===== config.mk =====
export PLATFORM = sky130hd
export DESIGN_NAME = playfair_digraph_encrypt_core
export DESIGN_NICKNAME = d
export VERILOG_FILES = /design/src/rtl/pfe_pkg.sv /design/src/rtl/pfe_locate_lane.sv /design/src/rtl/pfe_merge.sv /design/src/rtl/playfair_digraph_encrypt_core.sv
export SDC_FILE = /design/constraint.sdc
export NUM_CORES = 1
export LEC_CHECK = 0
export BUFFER_PORTS_ARGS = -buffer_cell sky130_fd_sc_hd__buf_4
export CORE_ASPECT_RATIO = 1.1
export CORE_MARGIN = 4
export CORE_UTILIZATION = 45
export DETAILED_ROUTE_END_ITERATION = 8
export GPL_TIMING_DRIVEN = 1
export SYNTH_ARGS = -nofsm -noshare
export SYNTH_HDL_FRONTEND = slang
export SYNTH_SLANG_ARGS = --single-unit

===== constraint.sdc =====
create_clock -name clk -period 10.8 [get_ports clk]
set_input_delay 0.54 -clock clk [delete_from_list [all_inputs] [get_ports clk]]
set_output_delay 0.54 -clock clk [all_outputs]
set_load 0.02 [all_outputs]

===== src/rtl/pfe_pkg.sv =====
// shared types and constants for the playfair digraph encrypt core
`default_nettype none

package pfe_pkg;

	localparam int unsigned SIDE       = 5;
	localparam int unsigned CELLS      = SIDE * SIDE;
	localparam int unsigned LETTER_W   = 5;
	localparam int unsigned POS_W      = 3;
	localparam int unsigned CFG_IDX_W  = 2;
	localparam int unsigned CFG_DATA_W = 50;
	localparam int unsigned LOW_W      = 50;
	localparam int unsigned MID_W      = 50;
	localparam int unsigned HIGH_W     = 25;

	localparam logic [LETTER_W-1:0] LETTER_I   = 5'd8;
	localparam logic [LETTER_W-1:0] LETTER_J   = 5'd9;
	localparam logic [LETTER_W-1:0] LETTER_MAX = 5'd25;
	localparam logic [POS_W-1:0]    POS_LAST   = 3'(SIDE - 1);

	localparam logic [CFG_IDX_W-1:0] REG_CELLS_LOW  = 2'd0;
	localparam logic [CFG_IDX_W-1:0] REG_CELLS_MID  = 2'd1;
	localparam logic [CFG_IDX_W-1:0] REG_CELLS_HIGH = 2'd2;

	typedef logic [CELLS-1:0][LETTER_W-1:0] square_t;

	typedef struct packed {
		logic [LETTER_W-1:0] first_letter;
		logic [LETTER_W-1:0] second_letter;
	} digraph_t;

	typedef struct packed {
		logic [LETTER_W-1:0] first_cipher;
		logic [LETTER_W-1:0] second_cipher;
		logic                letter_missing;
	} result_t;

	// position of one letter in the square
	typedef struct packed {
		logic             found;
		logic [POS_W-1:0] row;
		logic [POS_W-1:0] col;
	} loc_t;

endpackage

`default_nettype wire


===== src/rtl/pfe_locate_lane.sv =====
// one search lane: folds a letter and finds its row and column in the square
`default_nettype none

module pfe_locate_lane (
	input  wire  pfe_pkg::square_t                  square,
	input  wire  logic [pfe_pkg::LETTER_W-1:0]      letter,
	output       pfe_pkg::loc_t                     loc
);

	logic [pfe_pkg::LETTER_W-1:0] folded;

	assign folded = (letter == pfe_pkg::LETTER_J) ? pfe_pkg::LETTER_I : letter;

	// later cells override earlier ones, so the last match in row-major order wins
	always_comb begin
		loc = '0;
		if (folded <= pfe_pkg::LETTER_MAX) begin
			for (int r = 0; r < pfe_pkg::SIDE; r++) begin
				for (int c = 0; c < pfe_pkg::SIDE; c++) begin
					if (square[r * pfe_pkg::SIDE + c] == folded) begin
						loc.found = 1'b1;
						loc.row   = pfe_pkg::POS_W'(r);
						loc.col   = pfe_pkg::POS_W'(c);
					end
				end
			end
		end
	end

endmodule

`default_nettype wire


===== src/rtl/pfe_merge.sv =====
// merge stage: applies the column, row or rectangle rule to both lane positions, or flags a missing letter
`default_nettype none

module pfe_merge (
	input  wire  pfe_pkg::square_t square,
	input  wire  pfe_pkg::loc_t    loc_a,
	input  wire  pfe_pkg::loc_t    loc_b,
	output       pfe_pkg::result_t result
);

	localparam int unsigned IDX_W = $clog2(pfe_pkg::CELLS);

	logic [pfe_pkg::POS_W-1:0] row_x, col_x, row_y, col_y;
	logic [IDX_W-1:0]          idx_x, idx_y;

	function automatic logic [pfe_pkg::POS_W-1:0] wrap_next(
		input logic [pfe_pkg::POS_W-1:0] p
	);
		return (p == pfe_pkg::POS_LAST) ? '0 : p + 1'b1;
	endfunction

	always_comb begin
		if (loc_a.col == loc_b.col) begin
			row_x = wrap_next(loc_a.row);
			col_x = loc_a.col;
			row_y = wrap_next(loc_b.row);
			col_y = loc_b.col;
		end else if (loc_a.row == loc_b.row) begin
			row_x = loc_a.row;
			col_x = wrap_next(loc_a.col);
			row_y = loc_b.row;
			col_y = wrap_next(loc_b.col);
		end else begin
			// rectangle corners
			row_x = loc_a.row;
			col_x = loc_b.col;
			row_y = loc_b.row;
			col_y = loc_a.col;
		end
	end

	assign idx_x = IDX_W'(row_x * pfe_pkg::SIDE) + IDX_W'(col_x);
	assign idx_y = IDX_W'(row_y * pfe_pkg::SIDE) + IDX_W'(col_y);

	always_comb begin
		if (loc_a.found && loc_b.found) begin
			result.first_cipher   = square[idx_x];
			result.second_cipher  = square[idx_y];
			result.letter_missing = 1'b0;
		end else begin
			result.first_cipher   = '0;
			result.second_cipher  = '0;
			result.letter_missing = 1'b1;
		end
	end

endmodule

`default_nettype wire


===== src/rtl/playfair_digraph_encrypt_core.sv =====
// top level of the playfair digraph encrypt core: config registers, lanes, merge, output
//
// channel   ports                          transfer when
// input     start, busy, digraph           start high and busy low at a rising edge
// result    done, result                   done high, one cycle, always taken
// config    cfg_we, cfg_index, cfg_data    cfg_we high at a rising edge
//
// one digraph per cycle; after its transfer the result passes through
// the lane search register, then the merge into the output register
// busy is always low, the two-stage pipeline takes a digraph every cycle
// arst_n clears the square registers and the pipeline valid flags
// the receiver cannot stall, so no result is ever held back
`default_nettype none

module playfair_digraph_encrypt_core (
	input  wire  logic                                clk,
	input  wire  logic                                arst_n,
	input  wire  logic                                start,
	output       logic                                busy,
	input  wire  pfe_pkg::digraph_t                   digraph,
	output       logic                                done,
	output       pfe_pkg::result_t                    result,
	input  wire  logic                                cfg_we,
	input  wire  logic [pfe_pkg::CFG_IDX_W-1:0]       cfg_index,
	input  wire  logic [pfe_pkg::CFG_DATA_W-1:0]      cfg_data
);

	logic [pfe_pkg::LOW_W-1:0]  cells_low_q;
	logic [pfe_pkg::MID_W-1:0]  cells_mid_q;
	logic [pfe_pkg::HIGH_W-1:0] cells_high_q;
	pfe_pkg::square_t           square;

	pfe_pkg::loc_t    loc_a, loc_b;
	pfe_pkg::loc_t    loc_a_s1, loc_b_s1;
	logic             valid_s1;
	pfe_pkg::result_t merged;
	logic             accept;

	assign busy   = 1'b0;
	assign accept = start && !busy;

	always_ff @(posedge clk or negedge arst_n) begin
		if (!arst_n) begin
			cells_low_q  <= '0;
			cells_mid_q  <= '0;
			cells_high_q <= '0;
		end else if (cfg_we) begin
			case (cfg_index)
				pfe_pkg::REG_CELLS_LOW:  cells_low_q  <= cfg_data[pfe_pkg::LOW_W-1:0];
				pfe_pkg::REG_CELLS_MID:  cells_mid_q  <= cfg_data[pfe_pkg::MID_W-1:0];
				pfe_pkg::REG_CELLS_HIGH: cells_high_q <= cfg_data[pfe_pkg::HIGH_W-1:0];
				default: ;
			endcase
		end
	end

	// cell 0 sits in the low bits of the low register
	assign square = {cells_high_q, cells_mid_q, cells_low_q};

	pfe_locate_lane u_lane_a (
		.square (square),
		.letter (digraph.first_letter),
		.loc    (loc_a)
	);

	pfe_locate_lane u_lane_b (
		.square (square),
		.letter (digraph.second_letter),
		.loc    (loc_b)
	);

	always_ff @(posedge clk or negedge arst_n) begin
		if (!arst_n) begin
			valid_s1 <= 1'b0;
		end else begin
			valid_s1 <= accept;
		end
	end

	always_ff @(posedge clk) begin
		loc_a_s1 <= loc_a;
		loc_b_s1 <= loc_b;
	end

	pfe_merge u_merge (
		.square (square),
		.loc_a  (loc_a_s1),
		.loc_b  (loc_b_s1),
		.result (merged)
	);

	always_ff @(posedge clk or negedge arst_n) begin
		if (!arst_n) begin
			done <= 1'b0;
		end else begin
			done <= valid_s1;
		end
	end

	always_ff @(posedge clk) begin
		result <= merged;
	end

	a_accept_to_s1 : assert property (@(posedge clk) disable iff (!arst_n)
		accept |=> valid_s1)
		else $error("accepted digraph did not reach the lane register");

	a_s1_to_done : assert property (@(posedge clk) disable iff (!arst_n)
		valid_s1 |=> done)
		else $error("lane result did not produce a result strobe");

	a_done_has_source : assert property (@(posedge clk) disable iff (!arst_n)
		done |-> $past(valid_s1))
		else $error("result strobe without a digraph in flight");

	a_missing_zero : assert property (@(posedge clk) disable iff (!arst_n)
		done && result.letter_missing |->
			result.first_cipher == '0 && result.second_cipher == '0)
		else $error("missing letter result carries nonzero cipher letters");

	a_found_not_missing : assert property (@(posedge clk) disable iff (!arst_n)
		valid_s1 && loc_a_s1.found && loc_b_s1.found |=> !result.letter_missing)
		else $error("both letters found but result flags a missing letter");

endmodule

`default_nettype wire

==> flow_summary.yaml, run 1 <==
global_routing:
  antenna_found_initial: 1
  grt_overflow_total: 0
  grt.total_usage_pct: 26.4
  grt_first_pass_wirelength_microns: 57100
  grt_pass1_vias: 8713
  grt_max_degree: 68
sta:
  rsz0062_at_grt: "no"
  fin_crit_ns: 4.39
  slew_violations: 0
  max_clock_freq_mhz: 228
  setup-tns-final_ns: 0
  tightest_slew_ns: 0.938
  fin_skew_ns: 0.0103
  setup_viol: 0
  maxSlewHeadroom_pct: 37.3
  period_share_pct: 40.6
  hold_violations: 0
synthesis:
  syn_inst: 1073
  synth_cell_types: 64
  synth-simple-area-share_pct: 12.1
  ys_seq_area_share_pct: 31.3
  synth_enable_flop_cells: 0
  ys_warn_count: 0
  synthXorXnorAreaFrac_pct: 17.2
  synth_top_family_by_area: "multiplexers"
  synth_async_sr_flop_share_pct: 83.6
  synthAdderAreaFrac_pct: 2.90
  syn-cell-area_sq_mm: 0.0118
  syn_area_per_cell_sq_um: 11.0
  synth_compound_area_share_pct: 6.61
  ys_ff_latch: 152
  synthFlopType: "dfrtp_1"
  muxShareOfSynthArea_pct: 26.4
  synthesis.nets: 1165
clock_tree:
  hold_buffers: 0
  clk_path_buf_depth: 2
  cts_root_buf: "clkbuf_16"
  htree_levels: 4
  cts_resized: 0
  post-cts-setup-buffers: 0
  clk_pin_slew_worst_paths_ns: 0.08
  clkLatencyLatePin_ns: 0.44
  cts_tree: "done"
  numClockSinks: 152
  cts_made_buffers: 17
setup_path:
  arrival_ns: 4.76
  reg2reg_slack_ns: 6.41
  slowest_delay_ns: 0.80
  crit_cells: 12
  r2r_end: "result[4]"
  crit_type: "reg2reg"
  cp_cell_sequence: "xnor2_1, and3_1, o21ai_1, a22o_1, ha_1, ha_1, fa_1, nor3_1, a22oi_1, o21ai_0, mux2i_1, nor2_1"
  cp_data_required_time_ns: 11.17
  path_buf_inv: 0
  worstPathMaxFanout: 19
  r2r_start: "loc_b_s1[0]"
  worstRegToRegCells: 12
  slowest_stage: "fa_1"
  cp_top_family: "simple AND/OR/NAND/NOR gates"
  start_kind: "flop"
  setup.worst_path.end_class: "flop"
  path_common_cell: "ha_1"
detailed_routing:
  drtIter0Drc: 1154
  ant_nets: 0
  finalWirelength_microns: 37500
  dr_total_vias: 9172
  route.detailed.drc: 0
  routedWlPerCell_microns: 25.6
  routed_via_density: 6.25
  drt-pass1-iter-count: 5
floorplanning:
  io_pins: 79
  dieWidth_microns: 162
  rows: 61
  dieHeight_microns: 178
  dieArea_sq_mm: 0.0288
  start_util_pct: 46.1
  core_area_sq_mm: 0.0255
place:
  routabilityCongestion: 1.01
  post-dp-hpwl_microns: 27400
  port_buffers: 77
cells_and_area:
  num-nets-final: 1200
  drive_gt1_share_pct: 29.8
  antenna_cells: 0
  syn_to_final_growth_pct: 11.9
worst_hold_path:
  hold_class: "in2async"
job:
  maxCapViolCount: 0
status:
  status: "finished clean"
## stage by stage
stage | cells | area, sq um | utilization [%] | hold slack [ns] | setup slack (ns)
detailed placement | 1435 | 12500 | 49.0 | 0.335 | 6.44
CTS | 1467 | 13200 | 51.6 | 0.191 | 6.42
floorplan | 1073 | 11800 | - | 0.244 | 6.94
global route | 1467 | 13200 | 51.6 | 0.197 | 6.12
global placement | 1435 | 12500 | 49.0 | 0.334 | 6.59
finish | 1467 | 13200 | 51.6 | 0.169 | 6.41
## worst max-delay path by stage
stage                 from   endpoint  slack (ns)
3_3_place_gp   loc_a_s1[2]  result[1]        6.59
6_report       loc_b_s1[0]  result[4]        6.41
2_1_floorplan  loc_a_s1[2]  result[2]        6.94
4_1_cts        loc_b_s1[0]  result[6]        6.42
3_5_place_dp   loc_b_s1[0]  result[6]        6.44
5_1_grt        loc_b_s1[0]  result[4]        6.12
## metal layers
layer / global-route usage [%] / wire, microns / share of wire [%]
met5: 0 / 17 / 0.045
met3: 4.46 / 2830 / 7.5
met2: 41.9 / 17500 / 47
met4: 10.0 / 1350 / 3.6
met1: 36.5 / 15800 / 42
## kinds of logic after synthesis
group	Yosys count
AND/OR/NAND/NOR	249
buffers and inverters	84
AO/OA/AOI/OAI	125
adder cells (fa/ha/maj)	26
other	1
multiplexers	207
flip-flops	152
XOR/XNOR	229
## placed cells by master (no fill, tap or decap), types with 3 or more instances in the layout
cell         n
ha_1        22
nor3b_2      6
nand3b_1     3
nor2b_1      3
nor3_1      17
and3_1       9
clkinv_8     3
o31a_1       3
inv_8        4
clkbuf_16   17
xnor2_1     80
nor3b_1      9
mux4_2      70
dfrtp_1    127
a21oi_1     20
dfxtp_1     25
bufinv_16    3
nand2_1     27
a22oi_1      6
o21ai_1     13
inv_1       11
a31oi_1      4
nand3_1     42
inv_6        4
nor2_1      37
nand2b_1    11
xor2_1     147
nor4_1      34
o21ai_0     45
mux2_2     126
mux2i_1     11
nand4_1     18
or3_1       25
buf_4       88
a21o_1       4
a41oi_1      3
## registers in the layout (all words and copies together) (netlist names)
| signal | cells |
|---|---|
| cells_high_q | 25 |
| cells_low_q | 50 |
| cells_mid_q | 50 |
| done | 1 |
| loc_a_s1 | 7 |
| loc_b_s1 | 7 |
| result | 11 |
| valid_s1 | 1 |
## synthesized netlist by cell type, types with 20 or more instances
cell type	number	area (sq um)
xor2_1	147	1290
dfrtp_1	127	3180
mux2_2	126	1420
xnor2_1	80	701
mux4_2	70	1580
o21ai_0	45	225
nand3_1	42	210
nor2_1	37	139
nor4_1	34	213
buf_2	30	150
nand2_1	27	101
dfxtp_1	25	500
or3_1	25	156
clkbuf_1	24	90.1
ha_1	24	300
a21oi_1	20	100
## area by class of cell
class | count | area (sq um)
fillers | 2340 | 12300
multi-input cells | 837 | 7680
flip-flops and latches | 152 | 3680
repair buffers | 88 | 661
well taps | 346 | 433
clock buffers | 17 | 425
clock inverters | 15 | 226
inverters | 12 | 45.0
Power of run 1 is not shown: default switching activity piles up to over one toggle a cycle in this logic, so the estimate is an artifact.
==> run 2: changes to the inputs <==
--- a/config.mk
+++ b/config.mk
@@ -5,6 +5,7 @@
 export SDC_FILE = /design/constraint.sdc
 export NUM_CORES = 1
 export LEC_CHECK = 0
+export ABC_AREA = 1
 export BUFFER_PORTS_ARGS = -buffer_cell sky130_fd_sc_hd__buf_4
 export CORE_ASPECT_RATIO = 1.1
 export CORE_MARGIN = 4
==> constraint.sdc (replaced) <==
create_clock -name clk -period 4.2 [get_ports clk]
set_input_delay 0.21 -clock clk [delete_from_list [all_inputs] [get_ports clk]]
set_output_delay 0.21 -clock clk [all_outputs]
set_load 0.02 [all_outputs]
==> run 2 against run 1 <==
Compared with the run above:
- sequential share of layout area down 0.52 points
- critical endpoint is now result[2]
- worst setup slack worse by 6.0 ns
- synthesized area up 2.0%
- clock skew up 0.0014 ns
- utilization down 0.47 points
- highest routed layer is now met4
- wire length up 39%
- hold slack worse by 0.14 ns
- register-to-register slack worse by 6.0 ns
- maximum frequency up 15%
- global-route usage up 9.6 points
- clock-buffer cell count up 1
- synthesized cell count up 59%
==> flow_summary.yaml, run 2 <==
clock_tree:
  cts_root_buf: "clkbuf_16"
  clkLatencyLatePin_ns: 0.45
  clk_path_buf_depth: 2
  cts_made_buffers: 17
  htree_levels: 4
  numClockSinks: 152
  cts_tree: "done"
  clk_pin_slew_worst_paths_ns: 0.07
sta:
  slew_violations: 0
  hold_violations: 0
  period_share_pct: 90.9
  fin_skew_ns: 0.0117
  max_clock_freq_mhz: 262
  fin_crit_ns: 3.82
  rsz0062_at_grt: "no"
  tightest_slew_ns: 1.02
  maxSlewHeadroom_pct: 31.9
  setup_viol: 0
  setup-tns-final_ns: 0
setup_path:
  crit_cells: 16
  worstPathMaxFanout: 16
  slowest_delay_ns: 0.63
  crit_type: "reg2reg"
  start_kind: "flop"
  worstRegToRegCells: 16
  cp_top_family: "adder cells"
  path_common_cell: "nand2_1"
  reg2reg_slack_ns: 0.38
  r2r_end: "result[2]"
  cp_cell_sequence: "xnor2_1, nand3_1, inv_2, o21ai_1, a22o_1, ha_1, ha_1, fa_1, inv_1, nand2_1, o221ai_1, nand2_1, nand2_1, o21ai_0, nand2_1, a211oi_1"
  r2r_start: "loc_a_s1[2]"
  path_buf_inv: 2
  slowest_stage: "fa_1"
  cp_data_required_time_ns: 4.56
  setup.worst_path.end_class: "flop"
  arrival_ns: 4.18
synthesis:
  synth-simple-area-share_pct: 22.1
  ys_warn_count: 0
  synth_compound_area_share_pct: 22.5
  yosysMostFrequentCell: "nand2_1"
  syn_inst: 1705
  synth_common_cells: "355 x nand2_1, 251 x o21ai_0, 145 x inv_1"
  muxShareOfSynthArea_pct: 0
  synth_enable_flop_cells: 0
  ys_ff_latch: 152
  synth_top_area_share_pct: 26.5
  yosys.area.top_type: "dfrtp_1"
  synthesis.nets: 1797
  ys_top_cells_by_area: "dfrtp_1 26%, nand2_1 11%, o21ai_0 10%, xor2_1 8.0%, inv_1 4.5%"
  syn_area_per_cell_sq_um: 7.03
  synth_async_sr_flop_share_pct: 83.6
  synthFlopType: "dfrtp_1"
  synthAdderAreaFrac_pct: 2.84
  ys_seq_area_share_pct: 30.7
  synth_cell_types: 54
  synthXorXnorAreaFrac_pct: 12.2
  syn-cell-area_sq_mm: 0.0120
  synth_top_family_by_area: "compound AO/OA/AOI/OAI gates"
job:
  maxCapViolCount: 0
global_routing:
  grt_first_pass_wirelength_microns: 77900
  grt_overflow_total: 0
  grt.total_usage_pct: 36.1
  grt_max_degree: 95
  grt_pass1_vias: 11800
  antenna_found_initial: 0
floorplanning:
  dieArea_sq_mm: 0.0293
  start_util_pct: 45.7
  io_pins: 79
  rows: 62
  core_area_sq_mm: 0.0262
  dieWidth_microns: 164
  dieHeight_microns: 179
detailed_routing:
  drtIter0Drc: 1767
  ant_nets: 0
  drt-pass1-iter-count: 6
  routed_via_density: 6.00
  routedWlPerCell_microns: 24.9
  route.detailed.drc: 0
  dr_total_vias: 12600
  finalWirelength_microns: 52200
cells_and_area:
  seq_area_sq_mm: 0.00368
  drive_gt1_share_pct: 10.7
  num-nets-final: 1824
  most-common-layout-cells: "353 x nand2_1, 251 x o21ai_0, 145 x inv_1"
  multi_input_area_sq_mm: 0.00717
  antenna_cells: 0
  top_regs: "cells_low_q: 50 flops, cells_mid_q: 50 flops, cells_high_q: 25 flops"
  utilization_pct: 51.1
  fill_cells: 2707
  syn_to_final_growth_pct: 11.8
  layout_commonest_cell: "nand2_1"
place:
  post-dp-hpwl_microns: 39400
  port_buffers: 77
  routabilityCongestion: 1.03
worst_hold_path:
  hold_path_depth: 3
  min_to: "cells_low_q[30]"
  hold_class: "in2reg"
  hold_start: "cfg_data[30]"
status:
  status: "finished clean"
[run 2: cell count changes in the layout (fill, tap and decap cells not counted), sizes merged, moves of 35 or more]
| cell | change |
|---|---|
| o21ai | +206 |
| nor2 | +98 |
| a21oi | +73 |
| inv | +147 |
| mux2 | -126 |
| xor2 | -35 |
| mux4 | -70 |
| nand2 | +333 |
[run 2: repair_timing]
action	4_1_cts	5_1_grt
buffers inserted	0	0
resized for setup	0	0
endpoints found under the hold margin	94	0
hold buffers	2	0
[run 2: area by class of cell]
cell class / count / area share [%]
Multi-Input combinational cell: 1285 / 53.5
Clock buffer: 18 / 3.20
Clock inverter: 14 / 1.17
Inverter: 160 / 4.55
Tap cell: 352 / 3.29
Timing Repair Buffer: 116 / 6.84
Sequential cell: 152 / 27.4
[run 2: worst max-delay path by stage]
| stage | start | slack [ns] | endpoint |
|---|---|---|---|
| floorplan | loc_a_s1[2] | 0.80 | result[10] |
| global placement | loc_a_s1[2] | 0.54 | result[2] |
| detailed placement | loc_a_s1[2] | 0.50 | result[2] |
| finish | loc_a_s1[2] | 0.38 | result[2] |
| CTS | loc_a_s1[2] | 0.45 | result[2] |
| global route | loc_a_s1[2] | 0.09 | result[1] |
[run 2: cells by family (layout without fill, tap and decap cells)]
| logic type | Yosys count | after routing |
|---|---|---|
| compound gates | 473 | 473 |
| xor+xnor | 164 | 164 |
| fa+ha+maj | 26 | 26 |
| buf+inv | 268 | 308 |
| flops | 152 | 152 |
| other cells | 1 | 1 |
| simple gates | 621 | 621 |
[run 2: metal layers]
layer	wire length, microns	part of all wire [%]	global-route usage [%]	up-vias
met1	22400	43	51.1	5974
met2	22800	44	54.9	698
met5	0	0	0	-
met4	2180	4.2	14.1	0
met3	4880	9.3	6.19	135
li1	-	-	-	5771
[run 2: worst min-delay path, stage by stage]
cell	delay [ns]
buf_4	0.10
inv_1	0.05
o21ai_0	0.07
[run 2: per-stage QoR]
| stage | setup slack [ns] | area (sq um) | std cells | hold slack, ns |
|---|---|---|---|---|
| CTS | 0.454 | 13400 | 2097 | 0.0255 |
| global placement | 0.535 | 12800 | 2063 | 0.320 |
| global route | 0.0901 | 13400 | 2097 | 0.0453 |
| finish | 0.380 | 13400 | 2097 | 0.0299 |
| floorplan | 0.805 | 12000 | 1705 | -0.0856 |
| detailed placement | 0.500 | 12800 | 2063 | 0.323 |
Power of run 2 is left out for the same reason.
